**config.mk**
```make
export PLATFORM = sky130hd
export DESIGN_NAME = cpqm_ctrl
export DESIGN_NICKNAME = d
export VERILOG_FILES = /design/src/rtl/core/cpqm_pkg.sv /design/src/rtl/core/cpqm_ctrl.sv
export SDC_FILE = /design/constraint.sdc
export NUM_CORES = 1
export LEC_CHECK = 0
export BUFFER_PORTS_ARGS = -buffer_cell sky130_fd_sc_hd__buf_2
export CAP_MARGIN = 20
export CORE_MARGIN = 10
export CORE_UTILIZATION = 56
export CTS_BUF_LIST = sky130_fd_sc_hd__clkbuf_4
export CTS_CLUSTER_DIAMETER = 150
export DETAILED_ROUTE_END_ITERATION = 10
export GPL_ROUTABILITY_DRIVEN = 0
export PLACE_DENSITY = 0.87
export SETUP_SLACK_MARGIN = 0.3
export SYNTH_ARGS = -nofsm -noshare
export SYNTH_HDL_FRONTEND = slang
export SYNTH_SLANG_ARGS = --single-unit
```
**constraint.sdc**
```tcl
create_clock -name clk -period 2.3 [get_ports clk]
set_clock_uncertainty 0.2 [all_clocks]
set_input_delay 0.46 -clock clk [delete_from_list [all_inputs] [get_ports clk]]
set_output_delay 0.46 -clock clk [all_outputs]
set_load 0.1 [all_outputs]
```
**src/rtl/core/cpqm_pkg.sv**
```systemverilog
package cpqm_pkg;

  localparam int GAIN_W  = 20;
  localparam int RX_W    = 12;
  localparam int ERR_W   = 20;
  localparam int INTEG_W = 26;
  localparam int PID_W   = 18;
  localparam int TGT_W   = 18;
  localparam int MUL_W   = 30;
  localparam int PROD_W  = 2 * MUL_W;
  localparam int ACC_W   = 64;
  localparam int MOTOR_W = 11;
  localparam int NUM_PID = 5;
  localparam int CFG_IDX_W = 3;

  // floor(u / 5) = (u * DIV5_M) >> 22 for u below 2^20.
  localparam logic [MUL_W-1:0] DIV5_M = 30'd838861;
  // floor(u / 125) = (u * DIV125_M) >> 35 for u below 2^28.
  localparam logic [MUL_W-1:0] DIV125_M = 30'd274877907;
  // The integral step divides e * 128 + 125 * N by 125 so the dividend is never negative.
  localparam logic [MUL_W-1:0] DIV125_BIAS   = 30'd67108875;
  localparam logic signed [22:0] DIV125_BIAS_N = 23'sd536871;

  localparam logic signed [18:0] TGT_RP_OFS = 19'sd38400;
  localparam logic signed [18:0] TGT_Y_OFS  = 19'sd57600;

  localparam logic signed [26:0] INTEG_LIM = 27'sd26214400;
  localparam logic signed [39:0] OUT_LIM   = 40'sd102400;

  localparam logic [RX_W-1:0] THR_MIN = 12'd1000;
  localparam logic [RX_W-1:0] THR_MAX = 12'd1800;
  localparam logic [10:0]     MOTOR_BASE = 11'd1100;
  localparam logic [MOTOR_W-1:0] MOTOR_OFF = 11'd1000;
  localparam logic signed [21:0] MIX_LO = 22'sd281600;
  localparam logic signed [21:0] MIX_HI = 22'sd512000;

  localparam logic [GAIN_W-1:0] ANGLE_KP_RST = 20'd131072;
  localparam logic [GAIN_W-1:0] ANGLE_KI_RST = 20'd32768;
  localparam logic [GAIN_W-1:0] ANGLE_KD_RST = 20'd459;
  localparam logic [GAIN_W-1:0] RATE_KP_RST  = 20'd40960;
  localparam logic [GAIN_W-1:0] RATE_KI_RST  = 20'd137626;
  localparam logic [GAIN_W-1:0] RATE_KD_RST  = 20'd577;
  localparam logic [GAIN_W-1:0] YAW_KP_RST   = 20'd262144;
  localparam logic [GAIN_W-1:0] YAW_KI_RST   = 20'd196608;

  typedef enum logic [CFG_IDX_W-1:0] {
    REG_ANGLE_KP = 3'd0,
    REG_ANGLE_KI = 3'd1,
    REG_ANGLE_KD = 3'd2,
    REG_RATE_KP  = 3'd3,
    REG_RATE_KI  = 3'd4,
    REG_RATE_KD  = 3'd5,
    REG_YAW_KP   = 3'd6,
    REG_YAW_KI   = 3'd7
  } reg_idx_t;

  typedef enum logic [2:0] {
    PID_ANG_ROLL   = 3'd0,
    PID_ANG_PITCH  = 3'd1,
    PID_RATE_ROLL  = 3'd2,
    PID_RATE_PITCH = 3'd3,
    PID_RATE_YAW   = 3'd4
  } pid_idx_t;

  typedef enum logic [2:0] {
    MUL_NONE,
    MUL_TGT_R,
    MUL_TGT_P,
    MUL_TGT_Y,
    MUL_DIV,
    MUL_KP,
    MUL_KI,
    MUL_KD
  } mul_sel_t;

  typedef enum logic [3:0] {
    WB_NONE,
    WB_TGT_R,
    WB_TGT_P,
    WB_TGT_Y,
    WB_INTEG,
    WB_ACC_P1,
    WB_ACC_P2,
    WB_ACC_P3,
    WB_OUT
  } wb_sel_t;

  typedef struct packed {
    mul_sel_t mul_sel;
    wb_sel_t  wb_sel;
    pid_idx_t pid;
    logic     load_out;
  } cpqm_cmd_t;

  // Fields from the lowest bit up: rx_roll first.
  typedef struct packed {
    logic [5:0]        pad;
    logic signed [17:0] yaw_rate;
    logic signed [17:0] pitch_rate;
    logic signed [17:0] roll_rate;
    logic signed [13:0] pitch_angle;
    logic signed [13:0] roll_angle;
    logic [RX_W-1:0]   rx_yaw;
    logic [RX_W-1:0]   rx_throttle;
    logic [RX_W-1:0]   rx_pitch;
    logic [RX_W-1:0]   rx_roll;
  } in_word_t;

  typedef struct packed {
    logic [3:0]         pad;
    logic [MOTOR_W-1:0] motor_front_left;
    logic [MOTOR_W-1:0] motor_rear_left;
    logic [MOTOR_W-1:0] motor_rear_right;
    logic [MOTOR_W-1:0] motor_front_right;
  } out_word_t;

endpackage

```
**src/rtl/core/cpqm_ctrl.sv**
```systemverilog
module cpqm_ctrl
  import cpqm_pkg::*;
(
  input  logic      clk,
  input  logic      rst,
  input  logic      in_valid,
  output logic      in_ready,
  output logic      out_valid,
  input  logic      out_ready,
  output cpqm_cmd_t cmd
);

  typedef enum logic [1:0] {
    ST_IDLE,
    ST_TGT,
    ST_PID,
    ST_MIX
  } state_t;

  localparam logic [2:0] TGT_LAST = 3'd3;
  localparam logic [2:0] PID_STEP_LAST = 3'd5;

  state_t     state;
  logic [2:0] sub;
  pid_idx_t   pid;

  assign in_ready = (state == ST_IDLE);

  always_comb begin
    cmd.mul_sel  = MUL_NONE;
    cmd.wb_sel   = WB_NONE;
    cmd.pid      = pid;
    cmd.load_out = 1'b0;
    case (state)
      ST_TGT: begin
        case (sub)
          3'd0: cmd.mul_sel = MUL_TGT_Y;
          3'd1: begin
            cmd.mul_sel = MUL_TGT_P;
            cmd.wb_sel  = WB_TGT_Y;
          end
          3'd2: begin
            cmd.mul_sel = MUL_TGT_R;
            cmd.wb_sel  = WB_TGT_P;
          end
          default: cmd.wb_sel = WB_TGT_R;
        endcase
      end
      ST_PID: begin
        case (sub)
          3'd0: cmd.mul_sel = MUL_DIV;
          3'd1: begin
            cmd.mul_sel = MUL_KP;
            cmd.wb_sel  = WB_INTEG;
          end
          3'd2: begin
            cmd.mul_sel = MUL_KI;
            cmd.wb_sel  = WB_ACC_P1;
          end
          3'd3: begin
            cmd.mul_sel = MUL_KD;
            cmd.wb_sel  = WB_ACC_P2;
          end
          3'd4: cmd.wb_sel = WB_ACC_P3;
          default: cmd.wb_sel = WB_OUT;
        endcase
      end
      ST_MIX: cmd.load_out = !out_valid || out_ready;
      default: cmd.load_out = 1'b0;
    endcase
  end

  always_ff @(posedge clk) begin
    if (rst) begin
      state     <= ST_IDLE;
      sub       <= 3'd0;
      pid       <= PID_ANG_ROLL;
      out_valid <= 1'b0;
    end else begin
      if (cmd.load_out) begin
        out_valid <= 1'b1;
      end else if (out_ready) begin
        out_valid <= 1'b0;
      end
      case (state)
        ST_IDLE: begin
          if (in_valid) begin
            state <= ST_TGT;
            sub   <= 3'd0;
          end
        end
        ST_TGT: begin
          if (sub == TGT_LAST) begin
            state <= ST_PID;
            sub   <= 3'd0;
            pid   <= PID_ANG_ROLL;
          end else begin
            sub <= sub + 3'd1;
          end
        end
        ST_PID: begin
          if (sub == PID_STEP_LAST) begin
            sub <= 3'd0;
            if (pid == PID_RATE_YAW) begin
              state <= ST_MIX;
            end else begin
              pid <= pid_idx_t'(pid + 3'd1);
            end
          end else begin
            sub <= sub + 3'd1;
          end
        end
        ST_MIX: begin
          if (cmd.load_out) begin
            state <= ST_IDLE;
          end
        end
        default: state <= ST_IDLE;
      endcase
    end
  end

endmodule

```
==> results of run 1 <==
[cell usage after synthesis (2+ instances only)]
| cell type | number |
|---|---|
| sky130_fd_sc_hd__ha_1 | 13 |
| sky130_fd_sc_hd__inv_1 | 13 |
| sky130_fd_sc_hd__dfxtp_1 | 9 |
| sky130_fd_sc_hd__nand2_1 | 9 |
| sky130_fd_sc_hd__nor2_1 | 9 |
| sky130_fd_sc_hd__a21oi_1 | 7 |
| sky130_fd_sc_hd__clkbuf_1 | 4 |
| sky130_fd_sc_hd__nand3_1 | 4 |
| sky130_fd_sc_hd__nor2b_1 | 4 |
| sky130_fd_sc_hd__o21ai_0 | 4 |
| sky130_fd_sc_hd__mux2i_1 | 3 |
| sky130_fd_sc_hd__nor3_1 | 3 |
| sky130_fd_sc_hd__nand4_1 | 2 |
| sky130_fd_sc_hd__o311ai_0 | 2 |
| sky130_fd_sc_hd__o32ai_1 | 2 |
[through the flow]
stage	hold slack (ns)	cells	setup slack [ns]
after CTS	0.2672	153	0.04981
after floorplan	0.2768	111	-0.1232
after detailed placement	0.2815	140	0.06527
after global placement	0.2675	140	0.1583
[kinds of logic after synthesis]
family / count (synthesis)
and+or+nand+nor: 39
AOI/OAI and AO/OA: 27
buffers and inverters: 20
adders and majority gates: 13
DFF: 9
muxes: 3
[timing repair]
item	in CTS
setup endpoints to repair	11
gates resized for setup	29
pin swaps	12
setup buffers	9
hold buffers	0
==> results.yml, run 1 <==
run_status:
  run_status: "aborted with a tool error"
  haltStage: "global routing (5_1_grt)"
  toolErrorMsg: "[ERROR DPL-0038] Utilization greater than 100%, impossible to legalize"
clock_tree:
  cts-buffers-inserted: 3
  clock_tree.buffer_depth: 2
  cts_root_buffer: "sky130_fd_sc_hd__clkbuf_4"
  cts-htree-levels: 1
  clock_sinks: 9
placement:
  placement.cell_area_sq_um: 1244
  place_hpwl_mm: 1.801
  port_buffers: 16
synthesis:
  synth_mux_area_share_pct: 3.453
  combinational_family_with_the_most_area_after_synthesis: "simple AND/OR/NAND/NOR gates"
  synth_fp_nets: 128
  netlist.top_cell.by_area: "sky130_fd_sc_hd__dfxtp_1"
  yosys_warnings: 0
  async_flop_share_pct: 0
  yosys.cell_types.count: 38
  synthFlopType: "sky130_fd_sc_hd__dfxtp_1"
  ys_ff_latch: 9
  synth_simple_gate_area_share_pct: 24.03
  synth_top_cell_area_share_pct: 20.72
  adder_and_majority_gate_portion_of_the_synthesized_area_pct: 18.71
  syn-mean-instance-area_sq_um: 7.834
  synthesis.area_sq_um: 869.6
  synth_edf_count: 0
  synth_compound_area_share_pct: 23.45
  netlist_top_cells_area: "sky130_fd_sc_hd__dfxtp_1 21%, sky130_fd_sc_hd__ha_1 19%, sky130_fd_sc_hd__inv_1 5.6%"
  synth_sequential_area_ratio_pct: 20.72
  post_synthesis_cells: 111
  post_synth_xor_area_fraction_pct: 0
timing:
  worst-ep-kind: "top-level output"
  grt_repair_worst_endpoint: "cmd[4]"
floorplanning:
  initial_core_util_pct: 58.40
  number_of_primary_i_o_pins: 17
  fp.dieW_microns: 59.41
  fp.dieH_microns: 59.41
  core.rowCount: 14
grt:
  largest_net_degree_at_the_start_of_global_routing: 10
==> inputs of run 2 (changes only) <==
CORE_AREA = 10 10 71 73   (was default)
CORE_MARGIN = default   (was 10)
CORE_UTILIZATION = default   (was 56)
CTS_BUF_LIST = default   (was sky130_fd_sc_hd__clkbuf_4)
CTS_CLUSTER_DIAMETER = default   (was 150)
DIE_AREA = 0 0 81 83   (was default)
PLACE_DENSITY = default   (was 0.87)
PLACE_DENSITY_LB_ADDON = 0.15   (was default)
SETUP_SLACK_MARGIN = default   (was 0.3)
==> results.yml, run 2 <==
layout:
  multi_input_comb_area_sq_um: 780.7
  nNetsFinal: 151
  final-seq-area_sq_um: 195.2
  fill_cells: 388
  utilization_pct: 38.05
  num_antenna_cells: 0
  share_of_layout_cells_above_drive_strength_1_pct: 48.87
  layout_top_registers: "pid x3, sub x3, state x2"
  syn2layout_area_growth_pct: 58.99
  most-common-layout-cells: "9 x sky130_fd_sc_hd__inv_1, 9 x sky130_fd_sc_hd__buf_2, 9 x sky130_fd_sc_hd__buf_4"
timing:
  fin_hold_ws_ns: 0.2820
  hold_violations: 0
  setup_viol: 0
  grt_setup_unrepaired: "false"
  period_minus_slack_ns: 2.236
  achievable-frequency_mhz: 447.2
  setup_slack_ns: 0.06397
  slew_violations: 0
  worst_max_slew_margin_expressed_relative_to_the_limit_pct: 67.58
  layout_worst_path_cycle_share_pct: 97.22
  tightestPinTransition_ns: 0.4897
floorplanning:
  dieArea_sq_um: 6723
  number_of_primary_i_o_pins: 17
  initial_core_util_pct: 23.93
  floorplan.core_area_sq_um: 3633
  core.rowCount: 22
  fp.dieW_microns: 81
  fp.dieH_microns: 83
synthesis:
  ys_ff_latch: 9
  synthFlopType: "sky130_fd_sc_hd__dfxtp_1"
  yosys.cell_types.count: 38
  synth_edf_count: 0
  post_synth_most_frequent_cells: "13 x sky130_fd_sc_hd__ha_1, 13 x sky130_fd_sc_hd__inv_1, 9 x sky130_fd_sc_hd__dfxtp_1, 9 x sky130_fd_sc_hd__nand2_1, 9 x sky130_fd_sc_hd__nor2_1"
  yosys_warnings: 0
  syn-mean-instance-area_sq_um: 7.834
  synth_top_cell_area_share_pct: 20.72
  netlist_top_cells_area: "sky130_fd_sc_hd__dfxtp_1 21%, sky130_fd_sc_hd__ha_1 19%, sky130_fd_sc_hd__inv_1 5.6%"
  netlist.top_cell.by_area: "sky130_fd_sc_hd__dfxtp_1"
  synthesis.area_sq_um: 869.6
  async_flop_share_pct: 0
  synth_sequential_area_ratio_pct: 20.72
  post_synthesis_cells: 111
  synth_fp_nets: 128
hold_path:
  holdCritPathClass: "reg2reg"
  min_delay_path_depth: 2
placement:
  pre_cts_slack_ns: 0.09257
  place_hpwl_mm: 1.790
  port_buffers: 16
pwr:
  cell_leakage_power_uw: 0.0005520
  ir_worst_vdd_v: 0.0008436
  cellPowerDensity_nw_per_um2: 1123
detailed_routing:
  route.vias.total: 846
  first_pass_iters: 4
  via_per_inst: 4.674
  drt_first_iter_violations: 19
  final_antenna_net_count: 0
  drt_wl_total_mm: 2.300
  remaining_drc_errors: 0
  wl_per_cell_microns: 12.71
run_status:
  run_status: "completed"
clock_tree:
  clock_sinks: 9
  cts.reportedPaths.clkPinSlew_ns: 0.05
  cts-htree-levels: 1
  tritoncts_clock_tree: "yes"
  cts_root_buffer: "sky130_fd_sc_hd__clkbuf_8"
  cts-buffers-inserted: 3
  insertion_delay_ns: 0.24
  clock_tree.buffer_depth: 2
  postCtsHoldBufs: 0
worst_setup_path:
  timing.critical_path.required_ns: 1.64
  timing.critical_path.from_type: "flip-flop"
  ff2ff_path_depth: 7
  worst_ep_arrival_time_ns: 1.58
  critical_path_endpoint_category: "primary output"
  critical_path.max_fanout: 7
  crit_type: "reg2out"
grt:
  grt_pass1_vias: 853
  largest_net_degree_at_the_start_of_global_routing: 11
  grt_pass1_wl_mm: 3.974
  grt_antenna_before_repair: 0
  track_usage_pct: 7.126
  global_route.overflow_total: 0
run:
  maxCapViolCount: 0
## run 2: cell counts after synthesis
Identical to the previous run, type by type.
## run 2: metal layers
layer	global-route usage, %	part of all wire (%)	vias to the layer above
li1	-	-	432
met1	8.426	46	396
met2	11.31	48	14
met3	2.155	4.8	4
met4	3.286	1.3	0
met5	0	0	-
## run 2: through the flow
stage                     total power (uW)  setup TNS (ns)  std cells  instance area (sq um)
after floorplan                      980.1         -0.2970        111                  958.4
after global placement                1185               0        173                   1195
after detailed placement              1190               0        173                   1195
after CTS                             1504               0        178                   1324
after global routing                  1660               0        181                   1383
final                                 1553               0        181                   1383
## run 2: area by class of cell
class	instances	share of cell area, %
clock buffers	4	3.258
inverters	13	3.529
multi-input cells	82	56.47
flip-flops and latches	9	14.12
well taps	48	4.344
repair buffers	25	18.28
## run 2: power by group
| part | switching [uW] | total (uW) | internal (uW) |
|---|---|---|---|
| clock | 67.0 | 188 | 121 |
| combinational | 685 | 1140 | 458 |
| sequential | 31.1 | 222 | 191 |
| total | 783 | 1550 | 770 |
## run 2: timing repair
action / CTS / global route
setup buffers: 1 / 3
pin swaps: 1 / 3
resized for setup: 21 / 11
endpoints found under the setup margin: 7 / 6
## run 2: final timing paths
kind	startpoint	end	slack [ns]
max	state[0]$_SDFFE_PP0P_	cmd[4]	0.06
min	pid[1]$_SDFFE_PP0P_	pid[1]$_SDFFE_PP0P_	0.28
max reg2reg	sub[1]$_SDFFE_PP0P_	state[1]$_SDFFE_PP0P_	0.30
min reg2reg	pid[1]$_SDFFE_PP0P_	pid[1]$_SDFFE_PP0P_	0.28
## run 2: worst max-delay path, stage by stage, from the launching register on
cell,delay (ns)
sky130_fd_sc_hd__dfxtp_4,0.36
sky130_fd_sc_hd__inv_2,0.07
sky130_fd_sc_hd__ha_4,0.31
sky130_fd_sc_hd__nand2_1,0.08
sky130_fd_sc_hd__o21bai_2,0.21
sky130_fd_sc_hd__o311ai_4,0.10
sky130_fd_sc_hd__buf_12,0.21
## run 2: cells by family after synthesis
family | Yosys count | share of synthesized area (%)
simple gates | 39 | 24.03
compound gates | 27 | 23.46
buf+inv | 20 | 9.639
fa+ha+maj | 13 | 18.71
flops | 9 | 20.72
mux | 3 | 3.453
Note: power is estimated with default switching activity, not from simulation.
==> inputs of run 3 (changes only) <==
clock period = 1.9 ns   (was 2.3 ns; I/O delays follow)
==> results.yml, run 3 (synthesis results as in run 2) <==
timing:
  tightestPinTransition_ns: 0.4876
  hold_violations: 0
  slew_violations: 0
  setup_viol: 8
  achievable-frequency_mhz: 470.9
  grt_setup_unrepaired: "true"
  worst_max_slew_margin_expressed_relative_to_the_limit_pct: 67.71
  setup_slack_ns: -0.2238
  period_minus_slack_ns: 2.124
  finalSetupTns_ns: -1.336
  layout_worst_path_cycle_share_pct: 111.8
placement:
  pre_cts_slack_ns: -0.08462
  placed_cells: 188
  place_hpwl_mm: 1.993
  port_buffers: 16
layout:
  nNetsFinal: 164
  syn2layout_area_growth_pct: 90.22
  most-common-layout-cells: "20 x sky130_fd_sc_hd__buf_4, 10 x sky130_fd_sc_hd__buf_12, 9 x sky130_fd_sc_hd__inv_1, 9 x sky130_fd_sc_hd__ha_4, 7 x sky130_fd_sc_hd__buf_2"
  layout_top_registers: "pid x3, sub x3, state x2"
  share_of_layout_cells_above_drive_strength_1_pct: 63.01
  most_common_library_cell_in_the_layout_ignoring_fill_and_taps: "sky130_fd_sc_hd__buf_4"
  fin_cells: 194
  num_antenna_cells: 0
grt:
  grt_antenna_before_repair: 0
  largest_net_degree_at_the_start_of_global_routing: 11
  global_route.overflow_total: 0
  grt_pass1_wl_mm: 4.395
  track_usage_pct: 7.718
  grt_pass1_vias: 948
clock_tree:
  clock_tree.buffer_depth: 2
  cts.reportedPaths.clkPinSlew_ns: 0.05
  cts-htree-levels: 1
  clock_sinks: 9
  tritoncts_clock_tree: "yes"
  postCtsHoldBufs: 0
  insertion_delay_ns: 0.23
  cts_root_buffer: "sky130_fd_sc_hd__clkbuf_8"
  cts-buffers-inserted: 3
worst_setup_path:
  crit_type: "reg2out"
  timing.critical_path.buf_inv: 2
  timing.critical_path.from_type: "flip-flop"
  critical_path.top_delay_family: "flip-flops"
  critical_path.max_fanout: 6
  worst_ep_arrival_time_ns: 1.54
  crit_slowest_cell: "sky130_fd_sc_hd__dfxtp_4"
  critPathMaxStageDelay_ns: 0.38
  critical_path_endpoint_category: "primary output"
  cp_cell_instances: "inv_4 -> ha_4 -> nand2_4 -> nand2_1 -> nand2_2 -> o311ai_4 -> buf_12"
  timing.critical_path.required_ns: 1.32
detailed_routing:
  final_antenna_net_count: 0
  first_pass_iters: 4
  drt_wl_total_mm: 2.529
  route.vias.total: 911
  remaining_drc_errors: 0
  via_per_inst: 4.696
  drt_first_iter_violations: 30
  wl_per_cell_microns: 13.04
floorplanning:
  core.rowCount: 22
  floorplan.core_area_sq_um: 3633
  number_of_primary_i_o_pins: 17
  fp.dieW_microns: 81
  fp.dieH_microns: 83
  initial_core_util_pct: 23.93
  dieArea_sq_um: 6723
run_status:
  failed_checks: "negative setup slack"
  run_status: "finished, violations left"
pwr:
  cell_leakage_power_uw: 0.0006447
  cellPowerDensity_nw_per_um2: 1341
  ir_worst_vdd_v: 0.0008783
run:
  maxCapViolCount: 0
hold_path:
  holdCritPathClass: "in2reg"
## run 3: cell types whose count changed in the layout (fill, tap and decap cells not counted), moves of 2 or more
cell / change
sky130_fd_sc_hd__ha_2: -2
sky130_fd_sc_hd__dfxtp_4: +2
sky130_fd_sc_hd__buf_2: -2
sky130_fd_sc_hd__inv_2: -3
sky130_fd_sc_hd__nand2_2: +2
sky130_fd_sc_hd__o21ai_1: -3
sky130_fd_sc_hd__buf_4: +11
sky130_fd_sc_hd__ha_4: +3
sky130_fd_sc_hd__dfxtp_1: -2
sky130_fd_sc_hd__inv_4: +3
sky130_fd_sc_hd__buf_12: +3
sky130_fd_sc_hd__o21ai_2: +3
sky130_fd_sc_hd__nand2_1: -3
## run 3: path summary, 6_finish.rpt
| kind | slack, ns | startpoint | end | depth (start not counted) |
|---|---|---|---|---|
| worst max-delay path | -0.22 | state[1]$_SDFFE_PP0P_ | cmd[4] | 7 |
| worst max register to register | 0.01 | sub[1]$_SDFFE_PP0P_ | state[1]$_SDFFE_PP0P_ | 7 |
| worst min register to register | 0.29 | pid[1]$_SDFFE_PP0P_ | pid[1]$_SDFFE_PP0P_ | 2 |
| worst min-delay path | 0.25 | rst | pid[2]$_SDFFE_PP0P_ | 2 |
## run 3: through the flow
step / utilization, % / hold slack (ns) / area [sq um] / total power [uW]
finish: 45.52 / 0.2542 / 1654 / 2218
global route: 45.52 / 0.2668 / 1654 / 2352
CTS: 43.73 / 0.2490 / 1589 / 2165
detailed placement: 40.22 / 0.2936 / 1461 / 1838
global placement: 40.22 / 0.2791 / 1461 / 1828
floorplan: - / 0.2768 / 1084 / 1345
## run 3: area by class of cell
| cell class | count | area, sq um |
|---|---|---|
| clock buffers | 4 | 45.04 |
| fillers | 365 | 1979 |
| inverters | 13 | 56.30 |
| multi-input cells | 82 | 893.4 |
| flip-flops and latches | 9 | 202.7 |
| well taps | 48 | 60.06 |
| repair buffers | 38 | 396.6 |
## run 3: per-layer routing
layer / track usage (%) / share of wire [%] / wire length, microns / vias up
met1: 9.029 / 43 / 1092 / 435
met5: 0 / 0 / 0 / -
met4: 2.504 / 0.59 / 15 / 0
met2: 12.61 / 51 / 1292 / 16
met3: 2.694 / 5.1 / 128 / 2
li1: - / - / - / 458
## run 3: repair_timing
item | 4_1_cts | 5_1_grt
pin swaps | 5 | 13
buffers inserted | 2 | 1
endpoints found under the setup margin | 12 | 11
gates resized for setup | 18 | 15
## run 3: power breakdown
part	switching, uW	internal [uW]	leakage [uW]	total [uW]
clock network	75.4	146	0.0000228	222
logic	952	774	0.000544	1730
registers	46.3	225	0.0000782	271
==> inputs of run 4 (changes only) <==
PLACE_DENSITY_LB_ADDON = default   (was 0.15)
==> results.yml, run 4 (synthesis results as in run 2) <==
worst_setup_path:
  critical_path.top_delay_family: "flip-flops"
  critPathMaxStageDelay_ns: 0.38
  critical_path.max_fanout: 6
  worst_ep_arrival_time_ns: 1.55
  crit_slowest_cell: "sky130_fd_sc_hd__dfxtp_4"
  timing.critical_path.buf_inv: 2
  timing.critical_path.from_type: "flip-flop"
  timing.critical_path.required_ns: 1.32
  critical_path_endpoint_category: "primary output"
  cp_cell_instances: "inv_4 -> ha_4 -> nand2_4 -> o21bai_4 -> o311ai_4 -> buf_12"
  crit_type: "reg2out"
detailed_routing:
  final_antenna_net_count: 0
  route.vias.total: 913
  drt_wl_total_mm: 2.583
  wl_per_cell_microns: 13.38
  drt_first_iter_violations: 30
  via_per_inst: 4.731
  remaining_drc_errors: 0
  first_pass_iters: 4
grt:
  global_route.overflow_total: 0
  largest_net_degree_at_the_start_of_global_routing: 11
  grt_pass1_vias: 900
  grt_antenna_before_repair: 0
  track_usage_pct: 7.548
  grt_pass1_wl_mm: 4.250
timing:
  setup_slack_ns: -0.2314
  period_minus_slack_ns: 2.131
  worst_max_slew_margin_expressed_relative_to_the_limit_pct: 66.93
  tightestPinTransition_ns: 0.4995
  setup_viol: 7
  layout_worst_path_cycle_share_pct: 112.2
  slew_violations: 0
  achievable-frequency_mhz: 469.2
  hold_violations: 0
  grt_setup_unrepaired: "true"
layout:
  share_of_layout_cells_above_drive_strength_1_pct: 63.45
  fill_cells: 357
  num_antenna_cells: 0
  syn2layout_area_growth_pct: 87.77
  nNetsFinal: 163
  layout_top_registers: "pid x3, sub x3, state x2"
  multi_input_comb_area_sq_um: 894.6
  most_common_library_cell_in_the_layout_ignoring_fill_and_taps: "sky130_fd_sc_hd__buf_4"
  final-seq-area_sq_um: 202.7
  fin_cells: 193
  most-common-layout-cells: "19 x sky130_fd_sc_hd__buf_4, 9 x sky130_fd_sc_hd__inv_1, 9 x sky130_fd_sc_hd__ha_4, 9 x sky130_fd_sc_hd__buf_12, 8 x sky130_fd_sc_hd__buf_2"
pwr:
  ir_worst_vdd_v: 0.0005870
  cellPowerDensity_nw_per_um2: 1304
  cell_leakage_power_uw: 0.0006353
placement:
  place_hpwl_mm: 1.941
  pre_cts_slack_ns: -0.1169
  placed_cells: 185
  port_buffers: 16
floorplanning:
  core.rowCount: 22
  fp.dieH_microns: 83
  number_of_primary_i_o_pins: 17
  fp.dieW_microns: 81
  dieArea_sq_um: 6723
  initial_core_util_pct: 23.93
  floorplan.core_area_sq_um: 3633
clock_tree:
  cts-htree-levels: 1
  cts.reportedPaths.clkPinSlew_ns: 0.05
  cts_root_buffer: "sky130_fd_sc_hd__clkbuf_8"
  clock_tree.buffer_depth: 2
  tritoncts_clock_tree: "yes"
  clock_sinks: 9
  insertion_delay_ns: 0.24
  postCtsHoldBufs: 0
  cts-buffers-inserted: 3
hold_path:
  holdCritPathClass: "in2reg"
run_status:
  run_status: "finished, violations left"
  failed_checks: "negative setup slack"
run:
  maxCapViolCount: 0
-- run 4: stage by stage --
step                TNS [ns]  total power (uW)  instance area (sq um)  utilization [%]  hold WS [ns]
floorplan             -1.389              1345                   1084                -        0.2768
global placement     -0.1232              1698                   1411            38.84        0.2804
detailed placement   -0.3636              1712                   1411            38.84        0.2912
CTS                   -1.350              2066                   1554            42.77        0.2281
global route          -1.780              2232                   1633            44.94        0.2600
finish                -1.335              2129                   1633            44.94        0.2316
-- run 4: final timing paths --
| check | to | startpoint | cells after the start | slack (ns) |
|---|---|---|---|---|
| worst min register to register | pid[1]$_SDFFE_PP0P_ | pid[1]$_SDFFE_PP0P_ | 2 | 0.30 |
| worst max register to register | state[1]$_SDFFE_PP0P_ | sub[1]$_SDFFE_PP0P_ | 7 | 0 |
| worst min-delay path | pid[2]$_SDFFE_PP0P_ | rst | 2 | 0.23 |
| worst max-delay path | cmd[4] | state[1]$_SDFFE_PP0P_ | 6 | -0.23 |
-- run 4: worst reg2reg max path, stage by stage (launching register included) --
cell and delay [ns]:
sky130_fd_sc_hd__dfxtp_4 0.36, sky130_fd_sc_hd__inv_4 0.08, sky130_fd_sc_hd__ha_4 0.21, sky130_fd_sc_hd__buf_6 0.14
sky130_fd_sc_hd__nand4_4 0.09, sky130_fd_sc_hd__a2111oi_4 0.42, sky130_fd_sc_hd__mux2i_1 0.23, sky130_fd_sc_hd__nor2_1 0.05
-- run 4: what timing repair did --
| item | in CTS | in global routing |
|---|---|---|
| buffers inserted | 2 | 3 |
| gates cloned | 0 | 0 |
| setup endpoints to repair | 10 | 13 |
| pin swaps | 8 | 7 |
| gates resized for setup | 21 | 15 |
-- run 4: area by class of cell --
type	instances	area share [%]
timing repair buffer	37	22.91
tap	48	3.678
sequential	9	12.41
multi-input combinational	82	54.79
clock buffer	4	2.759
inverter	13	3.448
-- run 4: report_power, final --
part	internal, uW	total, uW	leakage [uW]	switching (uW)
clock network	147	229	0.0000228	81.9
registers	224	268	0.0000782	43.4
logic	702	1630	0.000534	931
total	1070	2130	0.000635	1060
-- run 4: routing by layer --
layer  wire length (microns)  track usage (%)  vias to the layer above
li1                        -                -                      458
met3                     113            1.940                        4
met5                       0                0                        -
met2                    1304            11.96                       20
met4                      46            3.756                        0
met1                    1119            9.029                      431
